==> src/sv/psa_pkg.sv <==
`timescale 1ns / 1ps
// ----------------------------------------------------------------------------
// psa_pkg
// Shared types and constants of the paged bitmap slot allocator.
// ----------------------------------------------------------------------------
package psa_pkg;

    localparam int ADDR_W     = 15;
    localparam int FUNC_W     = 2;
    localparam int ST_W       = 2;
    localparam int OBJ_W      = 11;
    localparam int SPP_W      = 8;
    localparam int OFF_W      = 11;
    localparam int CFG_IDX_W  = 2;
    localparam int CFG_DATA_W = 11;

    localparam int PAGE_BYTES = 2048;
    localparam int PAGE_SHIFT = $clog2(PAGE_BYTES);
    localparam int PG_FIELD_W = ADDR_W - PAGE_SHIFT;

    localparam int WORD_W = 32;
    localparam int BIT_W  = $clog2(WORD_W);

    localparam logic [FUNC_W-1:0] FN_ALLOC   = 2'd0;
    localparam logic [FUNC_W-1:0] FN_FREE    = 2'd1;
    localparam logic [FUNC_W-1:0] FN_RELEASE = 2'd2;

    localparam logic [ST_W-1:0] ST_OK       = 2'd0;
    localparam logic [ST_W-1:0] ST_NO_PAGE  = 2'd1;
    localparam logic [ST_W-1:0] ST_BAD_FREE = 2'd2;

    localparam logic [CFG_IDX_W-1:0] CFG_OBJECT_SIZE    = 2'd0;
    localparam logic [CFG_IDX_W-1:0] CFG_SLOTS_PER_PAGE = 2'd1;
    localparam logic [CFG_IDX_W-1:0] CFG_STORAGE_OFFSET = 2'd2;

    localparam logic [OBJ_W-1:0] OBJ_SIZE_RST = 11'd8;
    localparam logic [SPP_W-1:0] SPP_RST      = 8'd248;
    localparam logic [OFF_W-1:0] SOFF_RST     = 11'd56;

    typedef enum logic [2:0] {
        S_IDLE,
        S_SCAN_RD,
        S_SCAN_CHK,
        S_OPEN,
        S_CALC,
        S_FREE_RD,
        S_FREE_WR,
        S_OUT
    } t_state;

    typedef enum logic {
        MD_MUL,
        MD_DIV
    } t_md_op;

    typedef struct packed {
        logic   start;
        t_md_op op;
    } t_md_req;

endpackage

==> src/sv/paged_bitmap_slot_allocator_core.sv <==
`timescale 1ns / 1ps
// ----------------------------------------------------------------------------
// paged_bitmap_slot_allocator_core
// Fixed-size object allocator over a pool of pages with used-slot bitmaps.
// ----------------------------------------------------------------------------
// Requests enter on i_in_valid/o_in_stall with i_func and i_address; each
// request gives exactly one result on o_out_valid/i_out_stall with o_status
// and o_result_address. Registers are written through i_cfg_wr_en with
// i_cfg_index and i_cfg_wr_data; the user must write them only while no
// request is in flight; the block does not enforce this. One request is
// handled at a time; o_in_stall is high from acceptance until the result
// moves into the output register. The bitmaps live in one RAM of 32-bit
// words, read and written through one port pair; the scan reads each word
// in S_SCAN_RD and checks it in S_SCAN_CHK. Allocate scans up to 8 words a
// page, pages from the newest open one down; S_OPEN clears a new page's
// words in turn. The serial multiplier, OPW = max(slot index bits, 11)
// bits wide, then forms the address. Free runs the serial divider, then
// reads and writes the bitmap word. Release and unused codes go to S_OUT
// directly. A stalled receiver holds the result in the output register; a
// further request is still accepted; its result waits in S_OUT meanwhile.
// Reset closes all pages and loads the register defaults; no clearing pass.
// ----------------------------------------------------------------------------
module paged_bitmap_slot_allocator_core import psa_pkg::*; #(
    parameter int NUM_PAGES = 16,
    parameter int MAX_SLOTS = 256
) (
    input  logic                  i_clk,
    input  logic                  i_rst_n,
    input  logic                  i_in_valid,
    output logic                  o_in_stall,
    input  logic [FUNC_W-1:0]     i_func,
    input  logic [ADDR_W-1:0]     i_address,
    output logic                  o_out_valid,
    input  logic                  i_out_stall,
    output logic [ST_W-1:0]       o_status,
    output logic [ADDR_W-1:0]     o_result_address,
    input  logic                  i_cfg_wr_en,
    input  logic [CFG_IDX_W-1:0]  i_cfg_index,
    input  logic [CFG_DATA_W-1:0] i_cfg_wr_data
);

    localparam int PW   = (NUM_PAGES > 1) ? $clog2(NUM_PAGES) : 1;
    localparam int OPG  = $clog2(NUM_PAGES + 1);
    localparam int WPP  = (MAX_SLOTS + WORD_W - 1) / WORD_W;
    localparam int WIW  = (WPP > 1) ? $clog2(WPP) : 1;
    localparam int SLW  = WIW + BIT_W;
    localparam int CW   = (SLW > SPP_W) ? SLW : SPP_W;
    localparam int OPW  = (SLW > OFF_W) ? SLW : OFF_W;
    localparam int PCW  = (PG_FIELD_W > OPG) ? PG_FIELD_W : OPG;
    localparam int PEW  = PG_FIELD_W + PW;
    localparam int OEW  = OPG + PW;
    localparam int AEW  = PW + PG_FIELD_W;
    localparam int RAW  = PW + WIW;
    localparam int CAP  = (MAX_SLOTS > 255) ? 255 : MAX_SLOTS;
    localparam logic [SPP_W-1:0] CAP_V = SPP_W'(CAP);

    t_state             r_state, n_state;
    logic [OBJ_W-1:0]   r_obj;
    logic [SPP_W-1:0]   r_spp;
    logic [OFF_W-1:0]   r_soff;
    logic [OPG-1:0]     r_open, n_open;
    logic [FUNC_W-1:0]  r_func, n_func;
    logic [PW-1:0]      r_page, n_page;
    logic [WIW-1:0]     r_word, n_word;
    logic [BIT_W-1:0]   r_bit, n_bit;
    logic [ST_W-1:0]    r_st_status, n_st_status;
    logic [ADDR_W-1:0]  r_st_addr, n_st_addr;
    logic               r_out_valid, n_out_valid;
    logic [ST_W-1:0]    r_out_status, n_out_status;
    logic [ADDR_W-1:0]  r_out_addr, n_out_addr;

    logic               accept;
    logic [SPP_W-1:0]   usable;
    logic               usable_nz;
    logic [PG_FIELD_W-1:0] addr_page;
    logic [OFF_W-1:0]   addr_off;
    logic               addr_bad;
    logic [PEW-1:0]     pg_ext;
    logic [OEW-1:0]     om1_ext;
    logic [OEW-1:0]     op_ext;
    logic [AEW-1:0]     p_ext;
    logic [ADDR_W-1:0]  alloc_addr;
    logic               word_last;
    logic               page_zero;
    logic               can_open;
    logic               can_open_next;
    logic [WORD_W-1:0]  free_mask;
    logic               scan_hit;
    logic [BIT_W-1:0]   hit_bit;
    logic               q_bad;

    logic               ram_wr_en;
    logic [RAW-1:0]     ram_wr_addr;
    logic [WORD_W-1:0]  ram_wr_data;
    logic               ram_rd_en;
    logic [RAW-1:0]     ram_rd_addr;
    logic [WORD_W-1:0]  ram_rd_data;

    t_md_req            md_req;
    logic [OPW-1:0]     md_a;
    logic               md_done;
    logic [ADDR_W-1:0]  md_product;
    logic [OPW-1:0]     md_quotient;

    psa_ram #(
        .WIDTH (WORD_W),
        .DEPTH (1 << RAW)
    ) u_bitmap_ram (
        .i_clk     (i_clk),
        .i_wr_en   (ram_wr_en),
        .i_wr_addr (ram_wr_addr),
        .i_wr_data (ram_wr_data),
        .i_rd_en   (ram_rd_en),
        .i_rd_addr (ram_rd_addr),
        .o_rd_data (ram_rd_data)
    );

    psa_muldiv #(
        .OPW (OPW)
    ) u_muldiv (
        .i_clk      (i_clk),
        .i_rst_n    (i_rst_n),
        .i_req      (md_req),
        .i_a        (md_a),
        .i_b        (r_obj),
        .o_done     (md_done),
        .o_product  (md_product),
        .o_quotient (md_quotient)
    );

    // config registers
    always_ff @(posedge i_clk) begin
        if (!i_rst_n) begin
            r_obj  <= OBJ_SIZE_RST;
            r_spp  <= SPP_RST;
            r_soff <= SOFF_RST;
        end else if (i_cfg_wr_en) begin
            case (i_cfg_index)
                CFG_OBJECT_SIZE:    r_obj  <= i_cfg_wr_data[OBJ_W-1:0];
                CFG_SLOTS_PER_PAGE: r_spp  <= i_cfg_wr_data[SPP_W-1:0];
                CFG_STORAGE_OFFSET: r_soff <= i_cfg_wr_data[OFF_W-1:0];
                default: ;
            endcase
        end
    end

    always_comb begin
        accept        = i_in_valid && (r_state == S_IDLE);
        usable        = (r_spp > CAP_V) ? CAP_V : r_spp;
        usable_nz     = usable != '0;
        addr_page     = i_address[ADDR_W-1:PAGE_SHIFT];
        addr_off      = i_address[PAGE_SHIFT-1:0];
        addr_bad      = !(PCW'(addr_page) < PCW'(r_open)) || addr_off == '0
                        || addr_off < r_soff;
        pg_ext        = PEW'(addr_page);
        om1_ext       = OEW'(r_open - OPG'(1));
        op_ext        = OEW'(r_open);
        p_ext         = AEW'(r_page);
        alloc_addr    = {p_ext[PG_FIELD_W-1:0], {PAGE_SHIFT{1'b0}}}
                        + ADDR_W'(r_soff) + md_product;
        word_last     = r_word == WIW'(WPP - 1);
        page_zero     = r_page == '0;
        can_open      = r_open < OPG'(NUM_PAGES);
        can_open_next = (r_open + OPG'(1)) < OPG'(NUM_PAGES);
        q_bad         = md_quotient >= OPW'(usable);
    end

    // lowest free slot of the word just read
    always_comb begin
        scan_hit = 1'b0;
        hit_bit  = '0;
        for (int b = 0; b < WORD_W; b++) begin
            free_mask[b] = !ram_rd_data[b] && (CW'({r_word, BIT_W'(b)}) < CW'(usable));
        end
        for (int b = WORD_W - 1; b >= 0; b--) begin
            if (free_mask[b]) begin
                scan_hit = 1'b1;
                hit_bit  = BIT_W'(b);
            end
        end
    end

    // next state
    always_comb begin
        n_state = r_state;
        unique case (r_state)
            S_IDLE: begin
                if (accept) begin
                    if (i_func == FN_ALLOC) begin
                        n_state = (r_open != '0) ? S_SCAN_RD : S_OPEN;
                    end else if (i_func == FN_FREE) begin
                        n_state = addr_bad ? S_OUT : S_CALC;
                    end else begin
                        n_state = S_OUT;
                    end
                end
            end
            S_SCAN_RD: n_state = S_SCAN_CHK;
            S_SCAN_CHK: begin
                priority if (scan_hit) begin
                    n_state = S_CALC;
                end else if (!word_last || !page_zero) begin
                    n_state = S_SCAN_RD;
                end else if (can_open) begin
                    n_state = S_OPEN;
                end else begin
                    n_state = S_OUT;
                end
            end
            S_OPEN: begin
                priority if (!word_last) begin
                    n_state = S_OPEN;
                end else if (usable_nz) begin
                    n_state = S_CALC;
                end else if (can_open_next) begin
                    n_state = S_OPEN;
                end else begin
                    n_state = S_OUT;
                end
            end
            S_CALC: begin
                if (md_done) begin
                    if (r_func == FN_FREE) begin
                        n_state = q_bad ? S_OUT : S_FREE_RD;
                    end else begin
                        n_state = S_OUT;
                    end
                end
            end
            S_FREE_RD: n_state = S_FREE_WR;
            S_FREE_WR: n_state = S_OUT;
            S_OUT: begin
                if (!r_out_valid || !i_out_stall) begin
                    n_state = S_IDLE;
                end
            end
            default: n_state = S_IDLE;
        endcase
    end

    // ram and shared unit controls
    always_comb begin
        o_in_stall  = r_state != S_IDLE;
        ram_wr_en   = 1'b0;
        ram_wr_addr = {r_page, r_word};
        ram_wr_data = '0;
        ram_rd_en   = 1'b0;
        ram_rd_addr = {r_page, r_word};
        md_req      = '{start: 1'b0, op: MD_MUL};
        md_a        = '0;
        unique case (r_state)
            S_IDLE: begin
                if (accept && i_func == FN_FREE && !addr_bad) begin
                    md_req = '{start: 1'b1, op: MD_DIV};
                    md_a   = OPW'(addr_off - r_soff);
                end
            end
            S_SCAN_RD: ram_rd_en = 1'b1;
            S_SCAN_CHK: begin
                if (scan_hit) begin
                    ram_wr_en   = 1'b1;
                    ram_wr_data = ram_rd_data | (WORD_W'(1) << hit_bit);
                    md_req      = '{start: 1'b1, op: MD_MUL};
                    md_a        = OPW'({r_word, hit_bit});
                end
            end
            S_OPEN: begin
                // fresh page: clear the bitmap, slot 0 taken at once if usable
                ram_wr_en   = 1'b1;
                ram_wr_data = (r_word == '0 && usable_nz) ? WORD_W'(1) : '0;
                if (word_last && usable_nz) begin
                    md_req = '{start: 1'b1, op: MD_MUL};
                end
            end
            S_FREE_RD: ram_rd_en = 1'b1;
            S_FREE_WR: begin
                ram_wr_en   = 1'b1;
                ram_wr_data = ram_rd_data & ~(WORD_W'(1) << r_bit);
            end
            S_CALC, S_OUT: ;
            default: ;
        endcase
    end

    // datapath registers
    always_comb begin
        n_open       = r_open;
        n_func       = r_func;
        n_page       = r_page;
        n_word       = r_word;
        n_bit        = r_bit;
        n_st_status  = r_st_status;
        n_st_addr    = r_st_addr;
        n_out_valid  = r_out_valid;
        n_out_status = r_out_status;
        n_out_addr   = r_out_addr;
        if (r_out_valid && !i_out_stall) begin
            n_out_valid = 1'b0;
        end
        unique case (r_state)
            S_IDLE: begin
                if (accept) begin
                    n_func      = i_func;
                    n_word      = '0;
                    n_st_status = ST_OK;
                    n_st_addr   = '0;
                    if (i_func == FN_ALLOC) begin
                        n_page = (r_open != '0) ? om1_ext[PW-1:0] : op_ext[PW-1:0];
                    end else if (i_func == FN_FREE) begin
                        n_page = pg_ext[PW-1:0];
                        if (addr_bad) begin
                            n_st_status = ST_BAD_FREE;
                        end
                    end else if (i_func == FN_RELEASE) begin
                        n_open = '0;
                    end
                end
            end
            S_SCAN_CHK: begin
                priority if (scan_hit) begin
                    n_word = r_word;
                end else if (!word_last) begin
                    n_word = r_word + WIW'(1);
                end else if (!page_zero) begin
                    n_page = r_page - PW'(1);
                    n_word = '0;
                end else if (can_open) begin
                    n_page = op_ext[PW-1:0];
                    n_word = '0;
                end else begin
                    n_st_status = ST_NO_PAGE;
                end
            end
            S_OPEN: begin
                if (!word_last) begin
                    n_word = r_word + WIW'(1);
                end else begin
                    n_open = r_open + OPG'(1);
                    if (!usable_nz) begin
                        if (can_open_next) begin
                            n_page = r_page + PW'(1);
                            n_word = '0;
                        end else begin
                            n_st_status = ST_NO_PAGE;
                        end
                    end
                end
            end
            S_CALC: begin
                if (md_done) begin
                    if (r_func == FN_FREE) begin
                        if (q_bad) begin
                            n_st_status = ST_BAD_FREE;
                        end else begin
                            n_word = md_quotient[SLW-1:BIT_W];
                            n_bit  = md_quotient[BIT_W-1:0];
                        end
                    end else begin
                        n_st_addr = alloc_addr;
                    end
                end
            end
            S_OUT: begin
                if (!r_out_valid || !i_out_stall) begin
                    n_out_valid  = 1'b1;
                    n_out_status = r_st_status;
                    n_out_addr   = r_st_addr;
                end
            end
            S_SCAN_RD, S_FREE_RD, S_FREE_WR: ;
            default: ;
        endcase
    end

    always_ff @(posedge i_clk) begin
        if (!i_rst_n) begin
            r_state     <= S_IDLE;
            r_open      <= '0;
            r_out_valid <= 1'b0;
        end else begin
            r_state     <= n_state;
            r_open      <= n_open;
            r_out_valid <= n_out_valid;
        end
        r_func       <= n_func;
        r_page       <= n_page;
        r_word       <= n_word;
        r_bit        <= n_bit;
        r_st_status  <= n_st_status;
        r_st_addr    <= n_st_addr;
        r_out_status <= n_out_status;
        r_out_addr   <= n_out_addr;
    end

    assign o_out_valid      = r_out_valid;
    assign o_status         = r_out_status;
    assign o_result_address = r_out_addr;

`ifndef NO_ASSERTIONS
    a_open_bound: assert property (@(posedge i_clk) disable iff (!i_rst_n)
        r_open <= OPG'(NUM_PAGES))
        else $error("open page count beyond pool size");

    a_done_in_calc: assert property (@(posedge i_clk) disable iff (!i_rst_n)
        md_done |-> r_state == S_CALC)
        else $error("shared unit finished outside of calc state");

    a_fail_zero_addr: assert property (@(posedge i_clk) disable iff (!i_rst_n)
        (o_out_valid && o_status != ST_OK) |-> o_result_address == '0)
        else $error("failed request carries a nonzero address");

    a_busy_after_accept: assert property (@(posedge i_clk) disable iff (!i_rst_n)
        accept |=> o_in_stall)
        else $error("new request taken while one is in flight");
`endif

endmodule

==> src/sv/psa_ram.sv <==
`timescale 1ns / 1ps
// ----------------------------------------------------------------------------
// psa_ram
// Generic single-write, single-read RAM with registered read data.
// ----------------------------------------------------------------------------
module psa_ram #(
    parameter int WIDTH = 32,
    parameter int DEPTH = 128,
    localparam int AW = $clog2(DEPTH)
) (
    input  logic             i_clk,
    input  logic             i_wr_en,
    input  logic [AW-1:0]    i_wr_addr,
    input  logic [WIDTH-1:0] i_wr_data,
    input  logic             i_rd_en,
    input  logic [AW-1:0]    i_rd_addr,
    output logic [WIDTH-1:0] o_rd_data
);

    logic [WIDTH-1:0] r_mem [DEPTH];
    logic [WIDTH-1:0] r_rd_data;

    always_ff @(posedge i_clk) begin
        if (i_wr_en) begin
            r_mem[i_wr_addr] <= i_wr_data;
        end
        if (i_rd_en) begin
            r_rd_data <= r_mem[i_rd_addr];
        end
    end

    assign o_rd_data = r_rd_data;

endmodule

==> src/sv/psa_muldiv.sv <==
`timescale 1ns / 1ps
// ----------------------------------------------------------------------------
// psa_muldiv
// Bit-serial shift-add multiplier and restoring divider, one bit per cycle.
// ----------------------------------------------------------------------------
module psa_muldiv import psa_pkg::*; #(
    parameter int OPW = 11
) (
    input  logic              i_clk,
    input  logic              i_rst_n,
    input  t_md_req           i_req,
    input  logic [OPW-1:0]    i_a,
    input  logic [OBJ_W-1:0]  i_b,
    output logic              o_done,
    output logic [ADDR_W-1:0] o_product,
    output logic [OPW-1:0]    o_quotient
);

    localparam int CNT_W = $clog2(OPW + 1);

    logic              r_busy, n_busy;
    logic              r_done, n_done;
    logic [CNT_W-1:0]  r_cnt, n_cnt;
    t_md_op            r_op, n_op;
    logic [OPW-1:0]    r_a, n_a;
    logic [OBJ_W-1:0]  r_b, n_b;
    logic [ADDR_W-1:0] r_acc, n_acc;
    logic [OBJ_W-1:0]  r_rem, n_rem;

    logic [OBJ_W:0]    sh;
    logic [OBJ_W:0]    diff;
    logic              ge;
    logic [ADDR_W-1:0] addend;

    always_comb begin
        sh     = {r_rem, r_a[OPW-1]};
        ge     = sh >= {1'b0, r_b};
        diff   = sh - {1'b0, r_b};
        addend = r_a[OPW-1] ? ADDR_W'(r_b) : '0;
    end

    always_comb begin
        n_busy = r_busy;
        n_done = 1'b0;
        n_cnt  = r_cnt;
        n_op   = r_op;
        n_a    = r_a;
        n_b    = r_b;
        n_acc  = r_acc;
        n_rem  = r_rem;
        if (i_req.start) begin
            n_busy = 1'b1;
            n_cnt  = CNT_W'(OPW);
            n_op   = i_req.op;
            n_a    = i_a;
            // divide by zero object size behaves as divide by one
            n_b    = (i_req.op == MD_DIV && i_b == '0) ? OBJ_W'(1) : i_b;
            n_acc  = '0;
            n_rem  = '0;
        end else if (r_busy) begin
            n_cnt = r_cnt - CNT_W'(1);
            if (r_op == MD_MUL) begin
                n_acc = {r_acc[ADDR_W-2:0], 1'b0} + addend;
                n_a   = {r_a[OPW-2:0], 1'b0};
            end else begin
                n_rem = ge ? diff[OBJ_W-1:0] : sh[OBJ_W-1:0];
                n_a   = {r_a[OPW-2:0], ge};
            end
            if (r_cnt == CNT_W'(1)) begin
                n_busy = 1'b0;
                n_done = 1'b1;
            end
        end
    end

    always_ff @(posedge i_clk) begin
        if (!i_rst_n) begin
            r_busy <= 1'b0;
            r_done <= 1'b0;
        end else begin
            r_busy <= n_busy;
            r_done <= n_done;
        end
        r_cnt <= n_cnt;
        r_op  <= n_op;
        r_a   <= n_a;
        r_b   <= n_b;
        r_acc <= n_acc;
        r_rem <= n_rem;
    end

    assign o_done     = r_done;
    assign o_product  = r_acc;
    assign o_quotient = r_a;

endmodule

==> config.mk <==
export PLATFORM = sky130hd
export DESIGN_NAME = paged_bitmap_slot_allocator_core
export DESIGN_NICKNAME = d
export VERILOG_FILES = /design/src/sv/psa_pkg.sv /design/src/sv/paged_bitmap_slot_allocator_core.sv /design/src/sv/psa_ram.sv /design/src/sv/psa_muldiv.sv
export SDC_FILE = /design/constraint.sdc
export NUM_CORES = 2
export LEC_CHECK = 0
export ABC_CLOCK_PERIOD_IN_PS = 24200
export BUFFER_PORTS_ARGS = -buffer_cell sky130_fd_sc_hd__buf_2
export CAP_MARGIN = 25
export CORE_UTILIZATION = 30
export DETAILED_ROUTE_END_ITERATION = 8
export SLEW_MARGIN = 20
export SYNTH_ARGS = -nofsm -noshare
export SYNTH_HDL_FRONTEND = slang
export SYNTH_SLANG_ARGS = --single-unit
==> constraint.sdc <==
create_clock -name i_clk -period 24.2 [get_ports i_clk]
set_input_delay 4.84 -clock i_clk [delete_from_list [all_inputs] [get_ports i_clk]]
set_output_delay 4.84 -clock i_clk [all_outputs]
set_load 0.05 [all_outputs]
== After elaboration in Yosys (flattened, before gate mapping) ==
Memory sizes are Yosys's and may differ from the RTL's. A register that Yosys moved wholly into a read port is not among the register bits.
Cells that the tools add are included.
Word-level totals
  flip-flop bits (word level): 142
  memory bits (writable): 4096
  memories kept: 1
  output and inout port bits: 19
  bits of input ports: 35
  word-level logic and storage cells: 389
Cells by class
  bitwise gates (word level): 7
  mux-type cells: 157
  add/sub/neg operators: 11
  equality and inequality tests: 37
  magnitude comparators: 39
  shift operators: 2
  reduce and logical (&&, ||, !) cells: 113
Memory list
  u_bitmap_ram.r_mem: words 128, bits a word 32, rd ports 1, clocked after memory_dff 1, write ports 1, line psa_ram.sv:20  | logic [WIDTH-1:0] r_mem [DEPTH];
Operators with widths (count)
  8-bit less-than comparator: 32
  5-bit 2-to-1 mux: 37
  32-bit one-hot mux with 3 select lines: 1
  1-bit by 5-bit << shifter with 32-bit output, first input constant: 2
  3-bit 2-to-1 mux: 21
  11-bit 2-to-1 mux: 5
  1-bit 2-to-1 mux: 45
  15-bit 2-to-1 mux: 3
  2-bit 2-to-1 mux: 22
  4-bit 2-to-1 mux: 11
  1-bit logical AND: 39
  1-bit logical NOT: 38
  32-bit bitwise AND: 1
  32-bit 2-to-1 mux: 1
  2-bit inequality test, second input constant: 16
  32-bit inverter: 1
  32-bit OR: 1
  15-bit adder: 2
  15-bit one-hot mux with 2 select lines: 1
  3-bit one-hot mux with 8 select lines: 1
  11-bit logical NOT: 2
  11-bit one-hot mux with 2 select lines: 1
  11-bit subtractor: 2
  9-bit AND reduction: 2
  45 further kinds: 79

== Longest topological paths before layout ==
  depth in word-level cells: 40
  mapped depth: 16
  mapped depth without buffers: 14

== Hierarchy ==
A second synthesis with hierarchy kept.
Unflattened totals
  cells, all modules: 7220
  area, all modules: 167179.1 µm²
Modules (own cells, without submodules)
  psa_ram: area an instance 156593.9 µm², sequential area each 123958.9 µm², cells each 5990, instances 1
  paged_bitmap_slot_allocator_core: area an instance 7332.0 µm², sequential area each 2222.1 µm², cells each 885, instances 1
  psa_muldiv: area an instance 3253.1 µm², sequential area each 1331.3 µm², cells each 345, instances 1

== Worst setup path before layout ==
No wires, ideal clock.
  path kind: reg2reg
  from: reg r_word[2]
  to: mem u_bitmap_ram.r_mem[0][14], data pin
  stages on the path, launching flop included: 14
  arrival time: 7.957 ns
  library setup time: 1.228 ns
  required time: 22.972 ns
  slack: 15.015 ns
  buffers on the path: 3
  period minus slack after synthesis: 9.185 ns
  cells stage by stage: edfxtp_1 ha_1 buf_6 and4b_1 buf_6 a211oi_4 buf_4 o21a_1 o21ai_0 a31oi_1 o21ai_1 or2_2 nand2b_1 o31ai_1
On the way
  word-level cells in the longest chain between the ends: 38
  elaborated cells on any way between the ends: 132
  classes of those cells: order compare (32); shift (1); mux (66); bitwise (1); reduce/logical (32)
Ends and longest elaborated chain
  start, declared: line paged_bitmap_slot_allocator_core.sv:64  | logic [WIW-1:0] r_word, n_word;
  start signal, assigned: line paged_bitmap_slot_allocator_core.sv:387  | r_word <= n_word;
  8-bit less-than comparator: line paged_bitmap_slot_allocator_core.sv:173  | free_mask[b] = !ram_rd_data[b] && (CW'({r_word, BIT_W'(b)}) < CW'(usable));
  1-bit logical AND: line paged_bitmap_slot_allocator_core.sv:173
  5-bit 2-to-1 mux (32 in a row): line paged_bitmap_slot_allocator_core.sv:176  | if (free_mask[b]) begin
  1-bit by 5-bit << shifter with 32-bit output: line paged_bitmap_slot_allocator_core.sv:262  | ram_wr_data = ram_rd_data | (WORD_W'(1) << hit_bit);
  32-bit OR: line paged_bitmap_slot_allocator_core.sv:262
  32-bit 2-to-1 mux (*): line paged_bitmap_slot_allocator_core.sv:260  | if (scan_hit) begin
  32-bit one-hot mux with 3 select lines (*): line paged_bitmap_slot_allocator_core.sv:251  | unique case (r_state)
  named net ram_wr_data[14]: line paged_bitmap_slot_allocator_core.sv:94  | logic [WORD_W-1:0] ram_wr_data;
  end, declared: line psa_ram.sv:20
The timed path passes the listed nets; every way through them passes the cells marked *.

== Final worst setup path ==
  from: in i_address[1]
  to: reg u_muldiv.r_a[9], in the netlist u_muldiv.o_quotient[9] (enable)
On the way
  word-level cells in the longest chain between the ends: 8
  elaborated cells on any way between the ends: 9
  classes of those cells: order compare (1); mux (2); reduce/logical (6)
Ends and longest elaborated chain
  start, declared: line paged_bitmap_slot_allocator_core.sv:32  | input logic [ADDR_W-1:0] i_address,
  branches (longest 2 deep; another with 11-bit less-than comparator)
  1-bit logical OR (*): line paged_bitmap_slot_allocator_core.sv:154  | || addr_off < r_soff;
  1-bit logical NOT (*): line paged_bitmap_slot_allocator_core.sv:253  | if (accept && i_func == FN_FREE && !addr_bad) begin
  1-bit logical AND (*): line paged_bitmap_slot_allocator_core.sv:253
  2-bit 2-to-1 mux (*): line paged_bitmap_slot_allocator_core.sv:253
  2-bit one-hot mux with 3 select lines (*): line paged_bitmap_slot_allocator_core.sv:251
  2-bit nonzero test (no source line) (*)
  end signal, assigned: line psa_muldiv.sv:86  | r_a <= n_a;
  end, declared: line psa_muldiv.sv:25  | logic [OPW-1:0] r_a, n_a;
Every way passes the cells marked *.
A chain may end at the register's enable or synchronous reset.

==> run_results.csv <==
group,metric,value,unit
clock_network,htreeDepth,5,
grt,grt_usage,0.176,
critical_path,cp_max_fo,12,
critical_path,rrSetupSlack,17.37,ns
clock_network,cts_buffers,422,
clock_network,clkTransAtPathRegs,0.06,ns
sta,finalHoldViolCount,0,
grt,grt_first_pass_wirelength,696,mm
clock_network,clk_latency,1.00,ns
place,dp_hpwl,266,mm
synthesis,syn_area,162000,um^2
floorplan,rows,269,
floorplan,die_w,736,um
synthesis,synthesis.nets,9828,
critical_path,crit_path_end_kind,"flop",
grt,grt_pass1_vias,91164,
worst_hold_path,min_path_cells,0,
place,finalWeightedCongestion,0.914,
synthesis,seq_area_frac_synth,0.788,
clock_network,post_cts_buffers,0,
power,p_total,23.4,mW
power,ir_worst_vdd,0.115,mV
worst_hold_path,hp-class,"reg2reg",
synthesis,synth-edff-count,4199,
place,pre_cts_slack,15.13,ns
clock_network,cts_root_buf,"clkbuf_16",
sta,finalClockSkew,0.0586,ns
synthesis,ys.warnings.count,0,
detailed_routing,dr_total_vias,96018,
synthesis,synth-async-reset-ratio,0,
detailed_routing,wl,500,mm
grt,grt_remaining_overflow,0,
synthesis,synthCells,9714,
sta,setup_tns,0,ns
sta,setup_viol,0,
critical_path,r2r_end,"u_bitmap_ram.r_mem[126][0]",
sta,fin_ws,16.80,ns
floorplan,start_util,0.301,
power,p_leak,57.7,nW
power,powerDensity,125,nW/um^2
detailed_routing,drt_iter0_drc,13498,
run,cap_violations,0,
detailed_routing,antenna_left,0,
detailed_routing,first_pass_iters,7,
clock_network,cts_sinks,4270,
synthesis,ys_seq_elements,4270,
clock_network,clockBufferDepth,4,
synthesis,synth.avg_cell_area,16.7,um^2
critical_path,worst-setup-path-type,"in2reg",
critical_path,startpoint,"i_address[1]",
detailed_routing,drcViolationCount,0,
synthesis,synth_cell_types,87,
detailed_routing,wire_per_inst,28.7,um
place,dpl_cell_area,173000,um^2
outcome,status,"finished clean",
synthesis,ys.flop_type,"edfxtp_1",
final_layout,syn_to_final_growth,15.3,%
sta,slew_viol_final,0,
final_layout,final_util,0.348,
sta,fmax,135,MHz
grt,antenna_found_initial,21,
clock_network,cts_resized,0,
worst_hold_path,min_to,"o_result_address[5]",
clock_network,cts_hold_buf,0,
sta,tightest_slew,1.22,ns
critical_path,start_kind,"primary input",
worst_hold_path,min-delay-start,"r_st_addr[5]",
final_layout,drive_above_1_share,0.124,
floorplan,ios,54,
floorplan,die_h,736,um
critical_path,arrival,8.03,ns
critical_path,r2r-start,"r_word[1]",
sta,maxSlewHeadroom,0.188,
critical_path,crit_required,24.83,ns
sta,post-route-min-period,7.40,ns
detailed_routing,vias_per_cell,5.51,
critical_path,rr_worst_depth,12,
final_layout,final_area,187000,um^2
sta,fin_crit_sh,0.306,
sta,rsz0062_at_grt,"no",
floorplan,core,537000,um^2
final_layout,nets,10009,
grt,grt_max_degree,103,
place,portBuffers,53,
floorplan,die_area,542000,um^2
clock_network,cts_tree,"yes",
## synthesized netlist by cell type (13+ instances only)
| master | instances | area (um^2) |
|---|---|---|
| mux2i_1 | 256 | 2560 |
| nor2b_1 | 35 | 219 |
| xnor2_1 | 24 | 210 |
| nor3_1 | 26 | 130 |
| edfxtp_1 | 4199 | 126000 |
| ha_1 | 75 | 938 |
| o211ai_1 | 22 | 165 |
| buf_1 | 65 | 244 |
| nor2_1 | 311 | 1170 |
| a211oi_1 | 18 | 135 |
| o21ai_1 | 13 | 65.1 |
| xor2_1 | 16 | 140 |
| dfxtp_1 | 71 | 1420 |
| clkbuf_1 | 527 | 1980 |
| a21boi_0 | 16 | 120 |
| buf_2 | 47 | 235 |
| a22oi_1 | 1246 | 9350 |
| a21oi_1 | 672 | 3360 |
| mux4_2 | 39 | 878 |
| inv_1 | 62 | 233 |
| a21o_1 | 16 | 120 |
| a221oi_1 | 135 | 1180 |
| o21ai_0 | 475 | 2380 |
| nand2_1 | 366 | 1370 |
| nand2b_1 | 21 | 131 |
| a22o_1 | 141 | 1230 |
| a31oi_1 | 15 | 93.8 |
| o2111ai_1 | 92 | 806 |
| nand4_1 | 305 | 1910 |
| nand3_1 | 140 | 701 |
| or3_1 | 60 | 375 |
## through the flow
stage | hold slack, ns | instances
floorplan | 0.400 | 9714
global placement | 0.402 | 16635
detailed placement | 0.405 | 16647
CTS | 0.408 | 17425
global route | 0.425 | 17432
finish | 0.406 | 17437
## per-layer routing
layer  global-route usage  routed length [um]  up-vias
li1                     -                   -    40039
met1                0.240              198000    49489
met2                0.276              227000     5644
met3               0.0390               54800      834
met4               0.0636               19300       12
met5                    0                  84        -
## layout make-up
| type | instances | area [um^2] |
|---|---|---|
| Multi-Input combinational cell | 4727 | 32900 |
| Timing Repair Buffer | 407 | 3300 |
| Sequential cell | 4270 | 128000 |
| Clock inverter | 249 | 2370 |
| Antenna cell | 7 | 17.5 |
| Fill cell | 50305 | 350000 |
| Clock buffer | 529 | 11200 |
| Inverter | 67 | 267 |
| Tap cell | 7181 | 8980 |
## worst max-delay path, cell delays in order
cell      delay [ns]
buf_2           0.12
ha_1            0.28
nor2b_1         0.13
o21a_1          0.17
o21ai_0         0.36
a21oi_1         0.16
o21bai_1        0.24
nor2_1          0.12
nand3_1         0.39
inv_1           0.25
nor3_4          0.53
nand2b_1        0.43
## worst max-delay path by stage
| stage | cells after the start | endpoint |
|---|---|---|
| after detailed placement | 12 | u_muldiv.o_quotient[9] |
| after global placement | 12 | u_muldiv.o_quotient[10] |
| after floorplan | 13 | u_bitmap_ram.r_mem[0][14] |
| final | 12 | u_muldiv.o_quotient[9] |
| after CTS | 12 | u_muldiv.o_quotient[2] |
| after global routing | 12 | u_muldiv.o_quotient[8] |
## placed cells by master (no fill, tap or decap), drive strengths merged, types with 9 or more instances in the layout
| cell | n |
|---|---|
| nor3 | 28 |
| a22oi | 1246 |
| a21oi | 680 |
| nand4 | 306 |
| o2111ai | 92 |
| a21boi | 16 |
| a222oi | 11 |
| o21ai | 491 |
| a22o | 141 |
| mux2i | 256 |
| a211oi | 19 |
| nand2 | 366 |
| xnor2 | 24 |
| nand2b | 22 |
| nor2 | 316 |
| inv | 84 |
| buf | 404 |
| nand3 | 144 |
| a21o | 16 |
| dfxtp | 71 |
| mux2 | 9 |
| clkbuf | 532 |
| a221oi | 135 |
| edfxtp | 4199 |
| nor2b | 35 |
| a221o | 11 |
| o21a | 12 |
| clkinv | 182 |
| a311o | 10 |
| bufinv | 42 |
| or3 | 60 |
| ha | 75 |
| a31oi | 16 |
| xor2 | 16 |
| mux4 | 39 |
| o211ai | 22 |
## where the power goes
group,leakage [nW],internal [mW],switching [mW],total (mW)
logic,11.8,1.84,5.78,7.63
registers,39.3,9.15,0.131,9.28
clock network,6.63,3.71,2.79,6.50
## flip-flops by register name (all words and copies together), names as in the netlist, 3 cells and up
register,cells
u_bitmap_ram.r_mem,4096
u_bitmap_ram.o_rd_data,32
o_result_address,15
r_st_addr,15
u_muldiv.o_product,15
r_obj,11
r_soff,11
u_muldiv.o_quotient,11
u_muldiv.r_b,11
u_muldiv.r_rem,11
r_spp,8
r_bit,5
r_open,5
r_page,4
u_muldiv.r_cnt,4
r_state,3
r_word,3
## kinds of logic after synthesis
group,after synthesis,share of synthesized area
AOI/OAI and AO/OA,2972,0.124
xor gates and xnor gates,40,0.00216
adders and majority gates,79,0.00629
buffers and inverters,717,0.0174
DFF,4270,0.788
muxes,304,0.0219
and+or+nand+nor,1332,0.0404
(Power assumes the default switching activity.)
